### src/design/dvd_pkg.sv
`timescale 1ns / 1ps
// ----------------------------------------------------------------------------
// dvd_pkg
// Calendar tables and helpers for the date check / day difference / expiry
// pipeline.
// ----------------------------------------------------------------------------
package dvd_pkg;

  localparam int DAY_W   = 5;
  localparam int MONTH_W = 4;
  localparam int YEAR_W  = 14;
  localparam int XYEAR_W = YEAR_W + 1;   // expiry walk may pass the field
  localparam int DIFF_W  = 23;
  localparam int CNT_W   = 24;
  localparam int EXP_W   = 9;
  localparam int DOY_W   = 10;           // day of year plus expiry, up to 877
  localparam int CUM_W   = 9;

  localparam logic [EXP_W-1:0]   EXPIRY_RESET = 9'd14;
  localparam logic [MONTH_W-1:0] MONTH_JAN    = 4'd1;
  localparam logic [MONTH_W-1:0] MONTH_FEB    = 4'd2;
  localparam logic [MONTH_W-1:0] MONTH_DEC    = 4'd12;
  localparam logic [DOY_W-1:0]   YEAR_DAYS    = 10'd365;
  localparam logic [DOY_W-1:0]   LEAP_DAYS    = 10'd366;

  // 5243 / 2^17 is a close enough reciprocal of 25 for 13-bit operands
  localparam logic [12:0] RECIP25 = 13'd5243;

  localparam logic [DAY_W-1:0] MONTH_LEN [16] = '{
    5'd0, 5'd31, 5'd28, 5'd31, 5'd30, 5'd31, 5'd30, 5'd31,
    5'd31, 5'd30, 5'd31, 5'd30, 5'd31, 5'd0, 5'd0, 5'd0
  };

  typedef logic [DAY_W-1:0]   day_t;
  typedef logic [MONTH_W-1:0] month_t;
  typedef logic [YEAR_W-1:0]  year_t;

  function automatic logic [8:0] div25_f(input logic [12:0] a);
    logic [25:0] p;
    p = 26'(a) * 26'(RECIP25);
    return p[25:17];
  endfunction

  function automatic logic leap_f(input logic [XYEAR_W-1:0] y);
    logic [12:0] a;
    logic [8:0]  q;
    logic        div4;
    logic        div100;
    logic        div400;
    a      = y[XYEAR_W-1:2];
    q      = div25_f(a);
    div4   = (y[1:0] == 2'b00);
    div100 = div4 && (a == 13'(13'(q) * 13'd25));
    div400 = div100 && (q[1:0] == 2'b00);
    return (div4 && !div100) || div400;
  endfunction

  function automatic logic [DAY_W-1:0] dim_f(input month_t m, input logic leap);
    logic [DAY_W-1:0] d;
    d = MONTH_LEN[m];
    if (m == MONTH_FEB && leap) d = 5'd29;
    return d;
  endfunction

  // days in the real months before m; months past December count all twelve
  function automatic logic [CUM_W-1:0] cum_f(input month_t m, input logic leap);
    logic [CUM_W-1:0] s;
    s = '0;
    for (int i = 1; i <= 12; i++) begin
      if (4'(i) < m) s = s + CUM_W'(MONTH_LEN[i]);
    end
    if (leap && m > MONTH_FEB) s = s + 9'd1;
    return s;
  endfunction

endpackage

### src/design/date_validate_diff_expiry.sv
`timescale 1ns / 1ps
// ----------------------------------------------------------------------------
// date_validate_diff_expiry
// Checks two Gregorian dates, gives their day-count difference and the first
// date moved forward by the configured expiry interval.
// ----------------------------------------------------------------------------
// Use:
//   Pulse start with both dates on the in_ ports; the beat is taken at any
//   edge with start high and busy low. busy stays low: the four-stage
//   pipeline takes a new beat every cycle.
//   Each result appears on the out_ ports for one cycle with out_valid high,
//   in the order the beats were taken. The receiver cannot stall, so
//   nothing is held back.
//   Stages: 1) leap tests and reciprocal divides by 25, 2) month tables,
//   validity, year*365 count, 3) day counts and year rollover of the expiry
//   day of year, 4) difference and month search of the expiry date.
//   Throughput is one item per cycle.
//   cfg_data is the expiry interval in days; cfg_ready is always high and
//   writes should land only while no item is in flight.
//   Reset (rst_n low, synchronous) empties the pipeline and loads the expiry
//   interval with 14 days.
//   EPOCH_YEAR sets the first year counted by the day counter.
// ----------------------------------------------------------------------------
module date_validate_diff_expiry #(
  parameter int EPOCH_YEAR = 2000
) (
  input  logic                      clk,
  input  logic                      rst_n,
  input  logic                      start,
  output logic                      busy,
  input  dvd_pkg::day_t             in_first_day,
  input  dvd_pkg::month_t           in_first_month,
  input  dvd_pkg::year_t            in_first_year,
  input  dvd_pkg::day_t             in_second_day,
  input  dvd_pkg::month_t           in_second_month,
  input  dvd_pkg::year_t            in_second_year,
  input  logic                      cfg_valid,
  output logic                      cfg_ready,
  input  logic [8:0]                cfg_data,
  output logic                      out_valid,
  output logic                      out_first_valid,
  output logic                      out_second_valid,
  output logic signed [22:0]        out_days_between,
  output dvd_pkg::day_t             out_expiry_day,
  output dvd_pkg::month_t           out_expiry_month,
  output dvd_pkg::year_t            out_expiry_year
);
  import dvd_pkg::*;

  localparam int          EPM1      = EPOCH_YEAR - 1;
  localparam int          LEAPS0    = EPM1 / 4 - EPM1 / 100 + EPM1 / 400;
  localparam year_t       EPOCH_Y   = YEAR_W'(EPOCH_YEAR);
  localparam logic [CNT_W-1:0] LEAPS0_C = CNT_W'(LEAPS0);

  logic accept;
  assign busy      = 1'b0;
  assign cfg_ready = 1'b1;
  assign accept    = start && !busy;

  // config register
  logic [EXP_W-1:0] expiry_r;
  always_ff @(posedge clk) begin
    if (!rst_n) begin
      expiry_r <= EXPIRY_RESET;
    end else if (cfg_valid && cfg_ready) begin
      expiry_r <= cfg_data;
    end
  end

  // ---------------- stage 1 ----------------
  logic        s1_vld_r;
  day_t        s1_d_r  [2];
  month_t      s1_m_r  [2];
  year_t       s1_y_r  [2];
  logic        s1_lp_r [2];
  logic [11:0] s1_la_r [2];   // (y-1)/4
  logic [8:0]  s1_lb_r [2];   // (y-1)/100
  logic        s1_lpn1_r;     // leap(first year + 1)
  logic        s1_lpn2_r;     // leap(first year + 2)

  day_t   in_d [2];
  month_t in_m [2];
  year_t  in_y [2];
  assign in_d[0] = in_first_day;
  assign in_d[1] = in_second_day;
  assign in_m[0] = in_first_month;
  assign in_m[1] = in_second_month;
  assign in_y[0] = in_first_year;
  assign in_y[1] = in_second_year;

  always_ff @(posedge clk) begin
    if (!rst_n) begin
      s1_vld_r <= 1'b0;
    end else begin
      s1_vld_r <= accept;
    end
  end

  always_ff @(posedge clk) begin
    for (int i = 0; i < 2; i++) begin
      logic [YEAR_W-1:0] ym1;
      ym1 = in_y[i] - 14'd1;
      s1_d_r[i]  <= in_d[i];
      s1_m_r[i]  <= in_m[i];
      s1_y_r[i]  <= in_y[i];
      s1_lp_r[i] <= leap_f(XYEAR_W'(in_y[i]));
      s1_la_r[i] <= ym1[YEAR_W-1:2];
      s1_lb_r[i] <= div25_f({1'b0, ym1[YEAR_W-1:2]});
    end
    s1_lpn1_r <= leap_f(XYEAR_W'(in_first_year) + 15'd1);
    s1_lpn2_r <= leap_f(XYEAR_W'(in_first_year) + 15'd2);
  end

  // ---------------- stage 2 ----------------
  logic             s2_vld_r;
  logic             s2_ok_r   [2];
  logic [DOY_W-1:0] s2_cd_r   [2];  // month offset + day
  logic [CNT_W-1:0] s2_base_r [2];  // year part + leap count, LEAPS0 if none
  logic [DOY_W-1:0] s2_doy_r;       // expiry day of year, unrolled
  logic [XYEAR_W-1:0] s2_y_r;
  logic             s2_lp_r;
  logic             s2_lpn1_r;
  logic             s2_lpn2_r;

  always_ff @(posedge clk) begin
    if (!rst_n) begin
      s2_vld_r <= 1'b0;
    end else begin
      s2_vld_r <= s1_vld_r;
    end
  end

  always_ff @(posedge clk) begin
    for (int i = 0; i < 2; i++) begin
      logic [DAY_W-1:0] dim;
      logic [CUM_W-1:0] cum;
      logic [YEAR_W-1:0] span;
      logic [CNT_W-1:0] lc;
      dim  = dim_f(s1_m_r[i], s1_lp_r[i]);
      cum  = cum_f(s1_m_r[i], s1_lp_r[i]);
      span = s1_y_r[i] - EPOCH_Y;
      lc   = CNT_W'(s1_la_r[i]) - CNT_W'(s1_lb_r[i]) + CNT_W'(s1_lb_r[i][8:2]);
      s2_ok_r[i] <= (s1_m_r[i] >= MONTH_JAN) && (s1_m_r[i] <= MONTH_DEC) &&
                    (s1_d_r[i] >= 5'd1) && (s1_d_r[i] <= dim);
      s2_cd_r[i] <= DOY_W'(cum) + DOY_W'(s1_d_r[i]);
      if (s1_y_r[i] > EPOCH_Y) begin
        s2_base_r[i] <= CNT_W'(span) * CNT_W'(365) + lc;
      end else begin
        s2_base_r[i] <= LEAPS0_C;
      end
    end
    s2_doy_r  <= DOY_W'(cum_f(s1_m_r[0], s1_lp_r[0])) + DOY_W'(s1_d_r[0]) +
                 DOY_W'(expiry_r);
    s2_y_r    <= XYEAR_W'(s1_y_r[0]);
    s2_lp_r   <= s1_lp_r[0];
    s2_lpn1_r <= s1_lpn1_r;
    s2_lpn2_r <= s1_lpn2_r;
  end

  // ---------------- stage 3 ----------------
  logic               s3_vld_r;
  logic               s3_ok_r  [2];
  logic [CNT_W-1:0]   s3_cnt_r [2];
  logic [8:0]         s3_doy_r;
  logic [XYEAR_W-1:0] s3_y_r;
  logic               s3_lp_r;

  always_ff @(posedge clk) begin
    if (!rst_n) begin
      s3_vld_r <= 1'b0;
    end else begin
      s3_vld_r <= s2_vld_r;
    end
  end

  always_ff @(posedge clk) begin
    logic [DOY_W-1:0]   doy;
    logic [XYEAR_W-1:0] yy;
    logic               lp;
    for (int i = 0; i < 2; i++) begin
      s3_ok_r[i]  <= s2_ok_r[i];
      s3_cnt_r[i] <= s2_base_r[i] - LEAPS0_C + CNT_W'(s2_cd_r[i]);
    end
    // at most two year rollovers for a 9-bit interval
    doy = s2_doy_r;
    yy  = s2_y_r;
    lp  = s2_lp_r;
    if (doy > (lp ? LEAP_DAYS : YEAR_DAYS)) begin
      doy = doy - (lp ? LEAP_DAYS : YEAR_DAYS);
      yy  = yy + 15'd1;
      lp  = s2_lpn1_r;
      if (doy > (lp ? LEAP_DAYS : YEAR_DAYS)) begin
        doy = doy - (lp ? LEAP_DAYS : YEAR_DAYS);
        yy  = yy + 15'd1;
        lp  = s2_lpn2_r;
      end
    end
    s3_doy_r <= doy[8:0];
    s3_y_r   <= yy;
    s3_lp_r  <= lp;
  end

  // ---------------- stage 4 / outputs ----------------
  logic                     out_vld_r;
  logic                     out_fv_r;
  logic                     out_sv_r;
  logic signed [DIFF_W-1:0] out_diff_r;
  day_t                     out_ed_r;
  month_t                   out_em_r;
  year_t                    out_ey_r;

  always_ff @(posedge clk) begin
    if (!rst_n) begin
      out_vld_r <= 1'b0;
    end else begin
      out_vld_r <= s3_vld_r;
    end
  end

  always_ff @(posedge clk) begin
    month_t           mon;
    logic [CUM_W-1:0] dayn;
    logic [CNT_W-1:0] dd;
    mon = MONTH_JAN;
    for (int k = 2; k <= 12; k++) begin
      if (s3_doy_r > cum_f(4'(k), s3_lp_r)) mon = 4'(k);
    end
    dayn = s3_doy_r - cum_f(mon, s3_lp_r);
    dd   = s3_cnt_r[0] - s3_cnt_r[1];
    out_fv_r   <= s3_ok_r[0];
    out_sv_r   <= s3_ok_r[1];
    out_diff_r <= dd[DIFF_W-1:0];
    if (s3_ok_r[0]) begin
      out_ed_r <= dayn[DAY_W-1:0];
      out_em_r <= mon;
      out_ey_r <= s3_y_r[YEAR_W-1:0];
    end else begin
      out_ed_r <= '0;
      out_em_r <= '0;
      out_ey_r <= '0;
    end
  end

  assign out_valid        = out_vld_r;
  assign out_first_valid  = out_fv_r;
  assign out_second_valid = out_sv_r;
  assign out_days_between = out_diff_r;
  assign out_expiry_day   = out_ed_r;
  assign out_expiry_month = out_em_r;
  assign out_expiry_year  = out_ey_r;

  // ---------------- assertions ----------------
  a_latency : assert property (@(posedge clk) disable iff (!rst_n)
    accept |-> ##4 out_valid)
    else $error("accepted beat did not come out after four cycles");

  a_no_ghost : assert property (@(posedge clk) disable iff (!rst_n)
    !accept |-> ##4 !out_valid)
    else $error("result without an accepted beat");

  a_invalid_zero : assert property (@(posedge clk) disable iff (!rst_n)
    out_valid && !out_first_valid |->
      out_expiry_day == '0 && out_expiry_month == '0 && out_expiry_year == '0)
    else $error("expiry fields not zero for invalid first date");

  a_expiry_date : assert property (@(posedge clk) disable iff (!rst_n)
    out_valid && out_first_valid |->
      out_expiry_day >= 5'd1 && out_expiry_month >= MONTH_JAN &&
      out_expiry_month <= MONTH_DEC)
    else $error("expiry date out of calendar range");

endmodule
### config.mk
export PLATFORM = sky130hd
export DESIGN_NAME = date_validate_diff_expiry
export DESIGN_NICKNAME = d
export VERILOG_FILES = /design/src/design/dvd_pkg.sv /design/src/design/date_validate_diff_expiry.sv
export SDC_FILE = /design/constraint.sdc
export NUM_CORES = 2
export LEC_CHECK = 0
export ABC_AREA = 1
export ABC_CLOCK_PERIOD_IN_PS = 19560
export BUFFER_PORTS_ARGS = -buffer_cell sky130_fd_sc_hd__buf_2
export CORE_MARGIN = 5
export CORE_UTILIZATION = 34
export CTS_CLUSTER_SIZE = 28
export DETAILED_ROUTE_END_ITERATION = 6
export PLACE_DENSITY_LB_ADDON = 0.08
export SETUP_SLACK_MARGIN = 0.05
export SYNTH_ARGS = -nofsm -noshare
export SYNTH_HDL_FRONTEND = slang
export SYNTH_SLANG_ARGS = --single-unit
### constraint.sdc
create_clock -name clk -period 19.56 [get_ports clk]
set_input_delay 3.912 -clock clk [delete_from_list [all_inputs] [get_ports clk]]
set_output_delay 3.912 -clock clk [all_outputs]
set_load 0.05 [all_outputs]
==> results.py <==
metrics = {
    "run_status": {
        "outcome": "finished, final reports clean",
    },
    "route": {
        "vias": 32000,
        "wirelength_mm": 104,
        "drt_iter0_drc": 1144,
        "postRouteAntennaNets": 0,
        "drc_errors": 0,
        "avgViaCountPerCell": 4.42,
        "drt_pass1_iterations": 5,
        "post_drt_wl_per_cell_um": 14.4,
    },
    "clock_tree": {
        "cts.clk_slew.worst_paths_ns": 0.07,
        "postCtsSetupBuffers": 0,
        "cts_resized": 0,
        "clock_latency_ns": 0.58,
        "clk_path_buf_depth": 3,
        "ctsHtreeMaxLevel": 2,
        "cts_buffers": 41,
        "cts_hold_buf": 0,
        "cts_root_buffer": "clkbuf_16",
        "cts_sinks": 318,
        "cts_tree": "yes",
    },
    "layout": {
        "fillers": 13500,
        "syn2layout_area_growth_pct": 9.09,
        "nets": 6930,
        "multi_input_area_sq_um": 33100,
        "final_layout_size_suffix_gt1_frac": 0.0558,
        "seqCellArea_sq_um": 6370,
    },
    "setup_path": {
        "timing.rr.end": "s2_doy_r[9]$_DFF_P_",
        "r2r_cells": 43,
        "critPathKind": "in -> reg",
        "required_ns": 19.99,
        "startpoint_type": "input port",
        "r2r_setup_slack_ns": 11.75,
        "slowest_stage": "xor2_1",
        "end_kind": "register",
        "slowest_delay_ns": 0.91,
        "reg2reg_from": "s1_m_r[0][3]$_DFF_P_",
        "crit_fanout": 11,
        "worstPathArrival_ns": 14.08,
    },
    "synth": {
        "yosysWarnings": 0,
        "avgSynthCellArea_sq_um": 8.36,
        "syn_inst": 5334,
        "syn_nets": 6796,
        "synth-edff-count": 0,
        "async_flop_share": 0,
        "ys_ff_latch": 318,
        "synth.distinct_cells": 66,
        "ys_seq_area_frac": 0.143,
        "synthesis.area_sq_um": 44600,
        "synth_top_flop_cell": "dfxtp_1",
    },
    "floorplanning": {
        "initial_core_util": 0.343,
        "core.rowCount": 132,
        "dieArea_sq_um": 138000,
        "io_pins": 110,
        "core_area_sq_um": 130000,
        "die_w_um": 372,
        "die_h_um": 372,
    },
    "sta": {
        "fmax_ghz": 0.0733,
        "rsz0062_at_grt": "false",
        "slew_headroom": 0.218,
        "worstMarginPinSlew_ns": 1.17,
        "finalSetupViolCount": 0,
        "setup_tns_ns": 0,
        "fin_crit_ns": 13.65,
        "hold_viol_final": 0,
        "final.period_utilization": 0.698,
        "slew_violations": 0,
        "clock_skew_ns": 0.0123,
    },
    "job": {
        "drv_cap": 0,
    },
    "grt": {
        "antenna_found_initial": 3,
        "grt_pass1_vias": 33300,
        "grt_usage": 0.155,
        "grt_first_pass_wirelength_mm": 174,
        "grt_overflow": 0,
        "grt_max_degree": 42,
    },
    "placement": {
        "place.port_buffers": 107,
        "hpwlAfterDp_mm": 91.8,
        "place_congestion": 0.820,
    },
    "hold_path": {
        "hold_path_startpoint": "s2_ok_r[0][0]$_DFF_P_",
        "hold_end": "s3_ok_r[0]$_DFF_P_",
        "hold_path_class": "reg -> reg",
        "holdPathStages": 0,
    },
}
==> how the worst max path moves through the flow <==
| stage | startpoint | endpoint | slack [ns] |
|---|---|---|---|
| 2_1_floorplan | in_first_year[5] | s1_lpn2_r$_DFF_P_ | 7.08 |
| 3_3_place_gp | in_first_year[4] | s1_lpn1_r$_DFF_P_ | 5.48 |
| 3_5_place_dp | in_first_year[4] | s1_lpn1_r$_DFF_P_ | 5.28 |
| 4_1_cts | in_first_year[4] | s1_lpn1_r$_DFF_P_ | 5.90 |
| 5_1_grt | in_first_year[4] | s1_lpn1_r$_DFF_P_ | 4.94 |
| 6_report | in_first_year[4] | s1_lpn1_r$_DFF_P_ | 5.91 |
==> cells in the final DEF, fill, tap and decap left out, types with 7 or more instances in the layout <==
| cell type | n |
|---|---|
| nor2_1 | 309 |
| fa_1 | 451 |
| inv_2 | 23 |
| nand2_2 | 36 |
| o21ai_0 | 144 |
| nor2_2 | 12 |
| clkbuf_16 | 42 |
| buf_4 | 9 |
| clkbuf_8 | 8 |
| nor4_1 | 11 |
| a21o_1 | 13 |
| nand4_1 | 52 |
| a21oi_1 | 285 |
| o211ai_1 | 19 |
| o21bai_1 | 28 |
| nand2_1 | 634 |
| nand3b_1 | 7 |
| dfxtp_1 | 318 |
| o21a_1 | 20 |
| buf_2 | 107 |
| xnor2_1 | 101 |
| nand3_1 | 184 |
| xor2_1 | 239 |
| nor3_1 | 35 |
| nand3_2 | 11 |
| a31oi_1 | 15 |
| o31ai_1 | 9 |
| or2_2 | 21 |
| inv_1 | 1291 |
| o21ai_1 | 17 |
| ha_1 | 952 |
==> sequential cells by signal (all words and copies together), names as in the netlist, 4 cells and up <==
signal / flops
out_expiry_day: 5
s2_y_r: 14
s3_doy_r: 9
s1_y_r: 28
s2_doy_r: 10
s1_d_r: 10
s1_lb_r: 16
out_days_between: 23
out_expiry_month: 4
s2_base_r: 46
s3_y_r: 14
s1_m_r: 8
s1_la_r: 24
s3_cnt_r: 46
out_expiry_year: 14
s2_cd_r: 20
expiry_r: 9
==> cell usage after synthesis, types with 4 or more instances <==
| master | number | area, sq um |
|---|---|---|
| a31oi_1 | 15 | 93.8 |
| xnor2_1 | 101 | 885 |
| fa_1 | 451 | 9030 |
| nand3_2 | 11 | 110 |
| ha_1 | 952 | 11900 |
| or2_2 | 21 | 131 |
| o2111ai_1 | 5 | 43.8 |
| nand2_1 | 634 | 2380 |
| o21bai_1 | 28 | 210 |
| nand3b_1 | 7 | 52.6 |
| nand4_1 | 52 | 325 |
| inv_2 | 23 | 86.3 |
| o21ai_0 | 144 | 721 |
| a211oi_1 | 6 | 45.0 |
| a21oi_1 | 285 | 1430 |
| a21o_1 | 13 | 97.6 |
| nor3_1 | 35 | 175 |
| nor4_1 | 11 | 68.8 |
| xor2_1 | 239 | 2090 |
| nor2_1 | 309 | 1160 |
| nand3_1 | 184 | 921 |
| o21a_1 | 20 | 150 |
| o211ai_1 | 19 | 143 |
| clkbuf_1 | 17 | 63.8 |
| o21ai_1 | 17 | 85.1 |
| and2_1 | 4 | 25.0 |
| nand2_4 | 6 | 67.6 |
| nand2_2 | 36 | 225 |
| inv_1 | 1291 | 4850 |
| o31ai_1 | 9 | 67.6 |
| nor2_2 | 12 | 75.1 |
| dfxtp_1 | 318 | 6370 |
==> per-stage QoR <==
stage	instances	worst slack, ns	hold slack, ns	util	instance area [sq um]
2_1_floorplan	5334	7.08	0.310	-	44600
3_3_place_gp	7167	5.48	0.316	0.363	47200
3_5_place_dp	7167	5.28	0.318	0.363	47200
4_1_cts	7241	5.90	0.334	0.374	48600
5_1_grt	7243	4.94	0.343	0.374	48600
6_report	7243	5.91	0.329	0.374	48600
==> per-layer routing <==
metal	GRT usage	part of all wire	up-vias	wire (um)
met5	0	0	-	0
met4	0.0293	0.017	0	1770
met3	0.0144	0.024	82	2540
met2	0.261	0.45	283	47100
met1	0.218	0.51	14600	52500
li1	-	-	17000	-
==> worst max-delay path, delay by kind of cell <==
kind | cells | cell delay (ns)
simple gates | 11 | 1.40
fa+ha+maj | 11 | 4.35
compound gates | 10 | 2.08
xor+xnor | 3 | 1.34
buf+inv | 6 | 0.96
==> logic make-up (layout without fill, tap and decap cells) <==
kind of cell,count (synthesis),in the layout,synth area share
adders and majority gates,1403,1403,0.470
xor gates and xnor gates,342,342,0.0675
other,2,4,0.000168
buffers and inverters,1342,1507,0.114
DFF,318,318,0.143
muxes,1,1,0.000225
and+or+nand+nor,1332,1332,0.130
AOI/OAI and AO/OA,594,594,0.0756
==> cell type report <==
class	instances	share of cell area
tap	1742	0.0448
clock inverter	18	0.00404
sequential	318	0.131
multi-input combinational	3674	0.682
antenna	2	0.000103
timing repair buffer	116	0.0124
inverter	1317	0.102
clock buffer	56	0.0243
Power is not shown: default switching activity piles up to over one toggle a cycle in this logic, so the estimate is an artifact.
